**src/gqi_pkg.sv**
```systemverilog
// types, constants and the product term table of the gyro quaternion integrator
package gqi_pkg;

    localparam int unsigned DATA_W    = 32;
    localparam int unsigned ACC_W     = 50;
    localparam int unsigned MUL_W     = ACC_W + DATA_W;
    localparam int unsigned DIGIT_W   = 4;
    localparam int unsigned MUL_STEPS = DATA_W / DIGIT_W;

    localparam logic [DATA_W-1:0] ONE_Q30       = 32'h4000_0000;
    localparam logic [DATA_W-1:0] SYM_MAX       = 32'h7FFF_FFFF;
    localparam logic [DATA_W-1:0] NEG_MAX       = 32'h8000_0000;
    localparam logic [DATA_W-1:0] HALF_STEP_RST = 32'd2147484;

    localparam logic [1:0] REG_BIAS_X    = 2'd0;
    localparam logic [1:0] REG_BIAS_Y    = 2'd1;
    localparam logic [1:0] REG_BIAS_Z    = 2'd2;
    localparam logic [1:0] REG_HALF_STEP = 2'd3;

    localparam logic [1:0] AXIS_X = 2'd0;
    localparam logic [1:0] AXIS_Y = 2'd1;
    localparam logic [1:0] AXIS_Z = 2'd2;

    typedef enum logic [3:0] {
        ST_IDLE,
        ST_PLOAD,
        ST_PMUL,
        ST_PACC,
        ST_SLOAD,
        ST_SMUL,
        ST_NSTEP,
        ST_QMUL,
        ST_QACC,
        ST_ROOT,
        ST_RCHK,
        ST_DLOAD,
        ST_DIV,
        ST_DRES,
        ST_OUT
    } state_t;

    typedef struct packed {
        logic [1:0] rsel;
        logic [1:0] qsel;
        logic       neg;
    } term_t;

    // rate axis, attitude component and sign of each product term of omega times q
    function automatic term_t term_sel(input logic [1:0] comp, input logic [1:0] term);
        term_t t;
        t = '{rsel: AXIS_X, qsel: 2'd0, neg: 1'b0};
        unique case ({comp, term})
            4'b00_00: t = '{rsel: AXIS_X, qsel: 2'd1, neg: 1'b1};
            4'b00_01: t = '{rsel: AXIS_Y, qsel: 2'd2, neg: 1'b1};
            4'b00_10: t = '{rsel: AXIS_Z, qsel: 2'd3, neg: 1'b1};
            4'b01_00: t = '{rsel: AXIS_X, qsel: 2'd0, neg: 1'b0};
            4'b01_01: t = '{rsel: AXIS_Z, qsel: 2'd2, neg: 1'b0};
            4'b01_10: t = '{rsel: AXIS_Y, qsel: 2'd3, neg: 1'b1};
            4'b10_00: t = '{rsel: AXIS_Y, qsel: 2'd0, neg: 1'b0};
            4'b10_01: t = '{rsel: AXIS_Z, qsel: 2'd1, neg: 1'b1};
            4'b10_10: t = '{rsel: AXIS_X, qsel: 2'd3, neg: 1'b0};
            4'b11_00: t = '{rsel: AXIS_Z, qsel: 2'd0, neg: 1'b0};
            4'b11_01: t = '{rsel: AXIS_Y, qsel: 2'd1, neg: 1'b0};
            4'b11_10: t = '{rsel: AXIS_X, qsel: 2'd2, neg: 1'b1};
            default:  t = '{rsel: AXIS_X, qsel: 2'd0, neg: 1'b0};
        endcase
        return t;
    endfunction

endpackage

```
**src/gyro_quaternion_integrator.sv**
```systemverilog
// gyro quaternion integrator: bias removal, euler step, renormalisation
//
// s_ channel: one gyro sample per transfer, three q16.16 rates in rad/s.
// m_ channel: one result per sample, the renormalised attitude quaternion
// in q2.30, which also becomes the stored attitude for the next sample.
// cfg port: biases (index 0..2, q16.16) and half sample period (index 3, q0.32);
// the user writes them only while the block is idle, which it does not enforce.
// The time from a sample's transfer to its result is set by the shared
// 4-bit-per-cycle multiplier (20 products, each with a load and an accumulate
// step), the 32-step bit-serial square root and four 32-step bit-serial
// divisions; a division whose quotient is sure to saturate is skipped.
// A zero norm skips the divisions and repeats the old attitude.
// One sample is worked on at a time; s_tready is high only while idle, so a
// new sample is taken only once the last one has passed its final step.
// The result sits in an output register, so the next sample is taken while
// it waits; a stalled receiver holds the block in its last step until the
// output register is free.
// Reset clears the biases, loads the default half period and sets the
// attitude to the identity quaternion (1, 0, 0, 0).
module gyro_quaternion_integrator (
    input  logic         aclk,
    input  logic         aresetn,
    input  logic         s_tvalid,
    output logic         s_tready,
    input  logic [95:0]  s_tdata,   // rate_x, rate_y, rate_z
    output logic         m_tvalid,
    input  logic         m_tready,
    output logic [127:0] m_tdata,   // quat_w, quat_x, quat_y, quat_z
    input  logic         cfg_wr_en,
    input  logic [1:0]   cfg_index,
    input  logic [31:0]  cfg_wdata
);

    localparam int unsigned DW = gqi_pkg::DATA_W;
    localparam int unsigned AW = gqi_pkg::ACC_W;
    localparam int unsigned MW = gqi_pkg::MUL_W;
    localparam int unsigned GW = gqi_pkg::DIGIT_W;

    gqi_pkg::state_t state_reg, state_next;

    logic [4:0]           cnt_reg;
    logic [1:0]           comp_reg;
    logic [1:0]           term_reg;
    logic signed [DW-1:0] bias_reg [3];
    logic [DW-1:0]        half_step_reg;
    logic signed [DW-1:0] rate_reg [3];
    logic signed [DW-1:0] q_reg [4];
    logic signed [DW-1:0] n_reg [4];
    logic signed [DW-1:0] res_reg [4];
    logic [AW-1:0]        mcand_reg;
    logic [MW-1:0]        mul_reg;
    logic                 psign_reg;
    logic                 tneg_reg;
    logic signed [AW-1:0] acc_reg;
    logic [63:0]          sumsq_reg;
    logic [DW-1:0]        root_reg;
    logic [33:0]          rem_reg;
    logic [DW-1:0]        drem_reg;
    logic [DW-1:0]        dlo_reg;
    logic [DW-1:0]        quot_reg;
    logic                 m_tvalid_reg;
    logic [127:0]         m_tdata_reg;

    gqi_pkg::term_t       term;
    logic signed [DW-1:0] r_sel;
    logic signed [DW-1:0] q_sel;
    logic                 mul_last;
    logic [AW+GW-1:0]     mul_sum;
    logic [MW-1:0]        mul_next;
    logic [63:0]          prod_rnd;
    logic [47:0]          term_mag;
    logic signed [AW-1:0] term_val;
    logic [AW-1:0]        acc_abs;
    logic signed [51:0]   inc_val;
    logic signed [51:0]   n_sum;
    logic signed [DW-1:0] n_sat;
    logic [63:0]          sumsq_next;
    logic [35:0]          rt_shift;
    logic [35:0]          rt_trial;
    logic [DW-1:0]        dm;
    logic                 div_ovf;
    logic [DW:0]          dv_shift;
    logic                 out_free;

    function automatic logic [DW-1:0] abs32(input logic signed [DW-1:0] v);
        return v[DW-1] ? (~v + 1'b1) : v;
    endfunction

    function automatic logic signed [DW-1:0] sub_sat(input logic signed [DW-1:0] a,
                                                     input logic signed [DW-1:0] b);
        logic signed [DW:0] d;
        d = {a[DW-1], a} - {b[DW-1], b};
        if (d[DW] != d[DW-1]) begin
            return d[DW] ? gqi_pkg::NEG_MAX : gqi_pkg::SYM_MAX;
        end
        return d[DW-1:0];
    endfunction

    // quotient magnitude to signed q2.30, saturating at 2^31
    function automatic logic signed [DW-1:0] quot_sat(input logic neg, input logic big,
                                                      input logic [DW-1:0] mag);
        if (big || mag[DW-1]) begin
            return neg ? gqi_pkg::NEG_MAX : gqi_pkg::SYM_MAX;
        end
        return neg ? (~mag + 1'b1) : mag;
    endfunction

    always_comb begin
        term = gqi_pkg::term_sel(comp_reg, term_reg);
        unique case (term.rsel)
            gqi_pkg::AXIS_X: r_sel = rate_reg[0];
            gqi_pkg::AXIS_Y: r_sel = rate_reg[1];
            default:         r_sel = rate_reg[2];
        endcase
        q_sel = q_reg[term.qsel];

        // one 4-bit digit of the multiplier per cycle
        mul_last = (cnt_reg == 5'(gqi_pkg::MUL_STEPS - 1));
        mul_sum  = {{GW{1'b0}}, mul_reg[MW-1:DW]} + mcand_reg * mul_reg[GW-1:0];
        mul_next = {mul_sum, mul_reg[DW-1:GW]};

        // floor of the signed product over 2^16
        prod_rnd = mul_reg[63:0] + 64'd65535;
        term_mag = psign_reg ? prod_rnd[63:16] : mul_reg[63:16];
        term_val = (psign_reg ^ tneg_reg) ? -$signed({2'b00, term_mag})
                                          :  $signed({2'b00, term_mag});
        acc_abs  = acc_reg[AW-1] ? AW'(-acc_reg) : AW'(acc_reg);

        inc_val = psign_reg ? -$signed({2'b00, mul_reg[MW-1:DW]})
                            :  $signed({2'b00, mul_reg[MW-1:DW]});
        n_sum   = {{20{q_reg[comp_reg][DW-1]}}, q_reg[comp_reg]} + inc_val;
        if (n_sum > $signed({20'd0, gqi_pkg::SYM_MAX})) begin
            n_sat = gqi_pkg::SYM_MAX;
        end else if (n_sum < -$signed({20'd0, gqi_pkg::SYM_MAX})) begin
            n_sat = -gqi_pkg::SYM_MAX;
        end else begin
            n_sat = n_sum[DW-1:0];
        end

        sumsq_next = sumsq_reg + mul_reg[63:0];

        rt_shift = {rem_reg, sumsq_reg[63:62]};
        rt_trial = {2'b00, root_reg, 2'b01};

        dm       = abs32(n_reg[comp_reg]);
        div_ovf  = ({2'b00, dm[DW-1:2]}) >= root_reg;
        dv_shift = {drem_reg, dlo_reg[DW-1]};

        out_free = !m_tvalid_reg || m_tready;
    end

    always_comb begin
        state_next = state_reg;
        unique case (state_reg)
            gqi_pkg::ST_IDLE:  if (s_tvalid) state_next = gqi_pkg::ST_PLOAD;
            gqi_pkg::ST_PLOAD: state_next = gqi_pkg::ST_PMUL;
            gqi_pkg::ST_PMUL:  if (mul_last) state_next = gqi_pkg::ST_PACC;
            gqi_pkg::ST_PACC:  state_next = (term_reg == 2'd2) ? gqi_pkg::ST_SLOAD
                                                              : gqi_pkg::ST_PLOAD;
            gqi_pkg::ST_SLOAD: state_next = gqi_pkg::ST_SMUL;
            gqi_pkg::ST_SMUL:  if (mul_last) state_next = gqi_pkg::ST_NSTEP;
            gqi_pkg::ST_NSTEP: state_next = gqi_pkg::ST_QMUL;
            gqi_pkg::ST_QMUL:  if (mul_last) state_next = gqi_pkg::ST_QACC;
            gqi_pkg::ST_QACC:  state_next = (comp_reg == 2'd3) ? gqi_pkg::ST_ROOT
                                                              : gqi_pkg::ST_PLOAD;
            gqi_pkg::ST_ROOT:  if (cnt_reg == 5'd31) state_next = gqi_pkg::ST_RCHK;
            gqi_pkg::ST_RCHK:  state_next = (root_reg == '0) ? gqi_pkg::ST_OUT
                                                            : gqi_pkg::ST_DLOAD;
            gqi_pkg::ST_DLOAD: begin
                if (!div_ovf) begin
                    state_next = gqi_pkg::ST_DIV;
                end else if (comp_reg == 2'd3) begin
                    state_next = gqi_pkg::ST_OUT;
                end
            end
            gqi_pkg::ST_DIV:   if (cnt_reg == 5'd31) state_next = gqi_pkg::ST_DRES;
            gqi_pkg::ST_DRES:  state_next = (comp_reg == 2'd3) ? gqi_pkg::ST_OUT
                                                              : gqi_pkg::ST_DLOAD;
            gqi_pkg::ST_OUT:   if (out_free) state_next = gqi_pkg::ST_IDLE;
            default:           state_next = gqi_pkg::ST_IDLE;
        endcase
    end

    always_ff @(posedge aclk) begin
        if (!aresetn) begin
            state_reg <= gqi_pkg::ST_IDLE;
        end else begin
            state_reg <= state_next;
        end
    end

    // configuration and attitude
    always_ff @(posedge aclk) begin
        if (!aresetn) begin
            bias_reg[0]   <= '0;
            bias_reg[1]   <= '0;
            bias_reg[2]   <= '0;
            half_step_reg <= gqi_pkg::HALF_STEP_RST;
            q_reg[0]      <= gqi_pkg::ONE_Q30;
            q_reg[1]      <= '0;
            q_reg[2]      <= '0;
            q_reg[3]      <= '0;
            m_tvalid_reg  <= 1'b0;
        end else begin
            if (cfg_wr_en) begin
                unique case (cfg_index)
                    gqi_pkg::REG_BIAS_X:    bias_reg[0]   <= cfg_wdata;
                    gqi_pkg::REG_BIAS_Y:    bias_reg[1]   <= cfg_wdata;
                    gqi_pkg::REG_BIAS_Z:    bias_reg[2]   <= cfg_wdata;
                    gqi_pkg::REG_HALF_STEP: half_step_reg <= cfg_wdata;
                    default: ;
                endcase
            end
            if (state_reg == gqi_pkg::ST_OUT && out_free) begin
                for (int i = 0; i < 4; i++) begin
                    q_reg[i] <= res_reg[i];
                end
                m_tvalid_reg <= 1'b1;
            end else if (m_tready) begin
                m_tvalid_reg <= 1'b0;
            end
        end
    end

    // datapath, no reset needed
    always_ff @(posedge aclk) begin
        unique case (state_reg)
            gqi_pkg::ST_PMUL, gqi_pkg::ST_SMUL, gqi_pkg::ST_QMUL,
            gqi_pkg::ST_ROOT, gqi_pkg::ST_DIV: cnt_reg <= cnt_reg + 5'd1;
            default:                            cnt_reg <= '0;
        endcase

        unique case (state_reg)
            gqi_pkg::ST_IDLE: begin
                for (int i = 0; i < 3; i++) begin
                    rate_reg[i] <= sub_sat(s_tdata[i*DW +: DW], bias_reg[i]);
                end
                comp_reg  <= '0;
                term_reg  <= '0;
                acc_reg   <= '0;
                sumsq_reg <= '0;
            end
            gqi_pkg::ST_PLOAD: begin
                mcand_reg <= {{(AW-DW){1'b0}}, abs32(r_sel)};
                mul_reg   <= {{AW{1'b0}}, abs32(q_sel)};
                psign_reg <= r_sel[DW-1] ^ q_sel[DW-1];
                tneg_reg  <= term.neg;
            end
            gqi_pkg::ST_PMUL, gqi_pkg::ST_SMUL, gqi_pkg::ST_QMUL: begin
                mul_reg <= mul_next;
            end
            gqi_pkg::ST_PACC: begin
                acc_reg  <= acc_reg + term_val;
                term_reg <= term_reg + 2'd1;
            end
            gqi_pkg::ST_SLOAD: begin
                mcand_reg <= acc_abs;
                mul_reg   <= {{AW{1'b0}}, half_step_reg};
                psign_reg <= acc_reg[AW-1];
            end
            gqi_pkg::ST_NSTEP: begin
                n_reg[comp_reg] <= n_sat;
                mcand_reg       <= {{(AW-DW){1'b0}}, abs32(n_sat)};
                mul_reg         <= {{AW{1'b0}}, abs32(n_sat)};
            end
            gqi_pkg::ST_QACC: begin
                sumsq_reg <= sumsq_next;
                comp_reg  <= comp_reg + 2'd1;
                term_reg  <= '0;
                acc_reg   <= '0;
                root_reg  <= '0;
                rem_reg   <= '0;
            end
            gqi_pkg::ST_ROOT: begin
                // one result bit per cycle, two radicand bits shifted in
                sumsq_reg <= {sumsq_reg[61:0], 2'b00};
                if (rt_shift >= rt_trial) begin
                    rem_reg  <= 34'(rt_shift - rt_trial);
                    root_reg <= {root_reg[DW-2:0], 1'b1};
                end else begin
                    rem_reg  <= rt_shift[33:0];
                    root_reg <= {root_reg[DW-2:0], 1'b0};
                end
            end
            gqi_pkg::ST_RCHK: begin
                comp_reg <= '0;
                if (root_reg == '0) begin
                    for (int i = 0; i < 4; i++) begin
                        res_reg[i] <= q_reg[i];
                    end
                end
            end
            gqi_pkg::ST_DLOAD: begin
                drem_reg <= {2'b00, dm[DW-1:2]};
                dlo_reg  <= {dm[1:0], {(DW-2){1'b0}}};
                quot_reg <= '0;
                if (div_ovf) begin
                    res_reg[comp_reg] <= quot_sat(n_reg[comp_reg][DW-1], 1'b1, '0);
                    comp_reg          <= comp_reg + 2'd1;
                end
            end
            gqi_pkg::ST_DIV: begin
                dlo_reg <= {dlo_reg[DW-2:0], 1'b0};
                if (dv_shift >= {1'b0, root_reg}) begin
                    drem_reg <= DW'(dv_shift - {1'b0, root_reg});
                    quot_reg <= {quot_reg[DW-2:0], 1'b1};
                end else begin
                    drem_reg <= dv_shift[DW-1:0];
                    quot_reg <= {quot_reg[DW-2:0], 1'b0};
                end
            end
            gqi_pkg::ST_DRES: begin
                res_reg[comp_reg] <= quot_sat(n_reg[comp_reg][DW-1], 1'b0, quot_reg);
                comp_reg          <= comp_reg + 2'd1;
            end
            gqi_pkg::ST_OUT: begin
                if (out_free) begin
                    m_tdata_reg <= {res_reg[3], res_reg[2], res_reg[1], res_reg[0]};
                end
            end
            default: ;
        endcase
    end

    assign s_tready = (state_reg == gqi_pkg::ST_IDLE);
    assign m_tvalid = m_tvalid_reg;
    assign m_tdata  = m_tdata_reg;

endmodule

```
**config.mk**
```make
export PLATFORM = sky130hd
export DESIGN_NAME = gyro_quaternion_integrator
export DESIGN_NICKNAME = d
export VERILOG_FILES = /design/src/gqi_pkg.sv /design/src/gyro_quaternion_integrator.sv
export SDC_FILE = /design/constraint.sdc
export NUM_CORES = 2
export LEC_CHECK = 0
export ABC_AREA = 1
export BUFFER_PORTS_ARGS = -buffer_cell sky130_fd_sc_hd__buf_2
export CAP_MARGIN = 20
export CORE_UTILIZATION = 28
export CTS_CLUSTER_SIZE = 12
export DETAILED_ROUTE_END_ITERATION = 16
export SLEW_MARGIN = 0
export SYNTH_ARGS = -nofsm -noshare
export SYNTH_HDL_FRONTEND = slang
export SYNTH_SLANG_ARGS = --single-unit
```
**constraint.sdc**
```tcl
create_clock -name aclk -period 13.4 [get_ports aclk]
set_clock_uncertainty 0.05 [all_clocks]
set_input_delay 1.34 -clock aclk [delete_from_list [all_inputs] [get_ports aclk]]
set_output_delay 1.34 -clock aclk [all_outputs]
set_load 0.02 [all_outputs]
```
==> impl_metrics.toml <==
[placement]
dp.cells = 14200
portBuffers = 264
dpl.hpwl_mm = 226
gp_congestion = 0.990
pre_cts_ws_ns = 4.69

[floorplan]
initial_core_util_pct = 28.2
die-area_mm2 = 0.295
core_mm2 = 0.291
chipWidth_um = 543
row_count = 198
die_h_um = 543
io_pins = 265

[logic_synthesis]
yosys.area.top_type_share_pct = 39.9
synth.area.top_cells = "edfxtp_1 40%, nand2_1 10%, inv_1 7.3%"
async_flop_share_pct = 0
synth_ff_type = "edfxtp_1"
ys_ff_latch = 1132
synth_top_family_by_area = "simple AND/OR/NAND/NOR gates"
yosysTopAreaCell = "edfxtp_1"
synth_compound_area_share_pct = 14.8
synth_nets = 10900
synth_edf_count = 1088
synth_xor_xnor_area_share_pct = 4.48
yosysWarningCount = 0
netlist_area_mm2 = 0.0819
yosysSeqAreaShare_pct = 41.0
avgSynthCellArea_um2 = 8.03
synthMuxAreaShare_pct = 0
synthDistinctLibCells = 80
yosys.area_share.simple_pct = 20.4
synth_cells = 10200
synth_fa_ha_area_share_pct = 10.4

[sta]
finalCriticalPeriod_ns = 9.08
fmax_ghz = 0.110
hold_viol = 0
period_share_pct = 67.7
rsz0062_at_grt = "false"
tightest_slew_ns = 1.15
setup_viol = 0
maxSlewHeadroom_pct = 22.3
worst_slack_ns = 4.32
maxSlewViolCount = 0
setup_tns_ns = 0

[setup_path]
crit_path_top_delay_cell = "o21ai_1"
critPathMaxFanout = 48
critical_path_class = "reg -> reg"
worstPathArrival_ns = 9.54
crit_family = "simple AND/OR/NAND/NOR gates"
cp.required_ns = 13.86
crit_path_end_kind = "flop"
crit_path_frequent_cell = "nand2_1"
cp_slowest_stage_delay_ns = 0.77
start_kind = "flop"
path_buf_inv = 6

[flow_run]
cap_violations = 0

[global_route]
grt_max_degree = 73
grt_use_met1_pct = 25.7
grt_use_total_pct = 19.1
grt_pass1_wl_mm = 427
grt_util_met3_pct = 2.97
first_global_vias = 67800
grt_overflow = 0
grt_antenna_before_repair = 25
grt_use_met2_pct = 30.4
busiest_layer = "met2"

[finish]
layout.area.seq_mm2 = 0.0336
drive_above_1_share_pct = 7.52
stdcell_count = 14400
syn_to_final_growth_pct = 12.4
layout_commonest_cell = "nand2_1"
nFillCells = 30900
final_cell_mix = "2200 x nand2_1, 1578 x inv_1, 1088 x edfxtp_1"
multi_input_area_mm2 = 0.0412
layout.nets = 11100

[clock_network]
cts_setup_buffers = 0
cts_max_path_buffers = 4
cts.htree.levels = 4
cts_resized = 0
cts_hold_buf = 0
cts_made_buffers = 141
cts_root_buffer = "clkbuf_16"
cts_tree = "built"
clk_pin_slew_worst_paths_ns = 0.06
cts.sinks = 1132
clk-insertion-delay-late_ns = 0.83

[min_path]
hp-class = "reg -> reg"

[drt]
dr.pass1.iters = 6
wire_per_inst_um = 20.0
num_vias = 71500
wirelength_mm = 288
via_per_inst = 4.96
drtAntennaViolNets = 0
drt_iter0_markers = 7247
drc_errors = 0

[run_status]
status = "finished clean"
-- worst register-to-register path: cells and delay by family (launching register included) --
family	cells	cell delay [ns]
AND/OR/NAND/NOR	19	3.44
AO/OA/AOI/OAI	7	2.31
buffers and inverters	6	1.76
flip-flops	1	0.52
XOR/XNOR	1	0.17
adder cells (fa/ha/maj)	2	0.56
-- kinds of logic (layout without fill, tap and decap cells) --
group	count (synthesis)	in the layout
AND/OR/NAND/NOR	4018	4018
AO/OA/AOI/OAI	2137	2137
adder cells (fa/ha/maj)	588	588
other	0	8
buffers and inverters	1909	2205
flip-flops	1132	1132
XOR/XNOR	418	418
-- metal layers --
metal	wire length, µm	vias to the layer above
met3	21300	513
li1	-	34400
met4	12700	16
met2	128000	2682
met1	126000	33900
met5	106	-
-- stage by stage --
stage               instance area [µm²]  hold slack [ns]  util [%]
detailed placement                87600            0.387      30.1
finish                            92000            0.397      31.6
CTS                               91900            0.398      31.6
global placement                  87600            0.383      30.1
global route                      92000            0.410      31.6
floorplan                         81900            0.368         -
-- cells in the mapped netlist (24+ instances only) --
| cell | count |
|---|---|
| inv_1 | 1582 |
| ha_1 | 436 |
| clkbuf_1 | 186 |
| o211ai_1 | 65 |
| nand3b_1 | 30 |
| nor3_1 | 108 |
| a21boi_1 | 25 |
| nor2_1 | 1052 |
| a31oi_1 | 105 |
| a32o_1 | 29 |
| edfxtp_1 | 1088 |
| buf_1 | 24 |
| o21a_1 | 68 |
| nand2_1 | 2206 |
| nand2_2 | 41 |
| o21ai_1 | 76 |
| nor2_2 | 43 |
| inv_2 | 39 |
| fa_1 | 152 |
| nand3_1 | 306 |
| a21oi_1 | 850 |
| nand4_1 | 93 |
| buf_2 | 58 |
| xnor2_1 | 148 |
| o22ai_1 | 24 |
| nor4_1 | 55 |
| o21bai_1 | 32 |
| dfxtp_1 | 44 |
| xor2_1 | 269 |
| o21ai_0 | 678 |
-- path summary, 6_finish.rpt --
path | cells after the start | from | slack, ns | to
setup / recovery | 35 | mul_reg[32]$_DFFE_PP_ | 4.32 | mcand_reg[7]$_DFFE_PP_
hold reg to reg | 0 | res_reg[3][13]$_DFFE_PP_ | 0.40 | m_tdata[109]$_DFFE_PP_
hold / removal | 0 | res_reg[3][13]$_DFFE_PP_ | 0.40 | m_tdata[109]$_DFFE_PP_
setup reg to reg | 35 | mul_reg[32]$_DFFE_PP_ | 4.32 | mcand_reg[7]$_DFFE_PP_
-- cell type report --
type                    instances  share of cell area (%)
well taps                    3900                    5.30
clock inverters                65                   0.636
clock buffers                 168                    4.01
multi-input cells            7161                    44.8
repair buffers                346                    2.16
diodes                          8                  0.0218
inverters                    1626                    6.64
flip-flops and latches       1132                    36.5
Power is left out: the tool's default activity adds up to more than one toggle a clock period on the data nets, which glitch-free logic cannot reach.
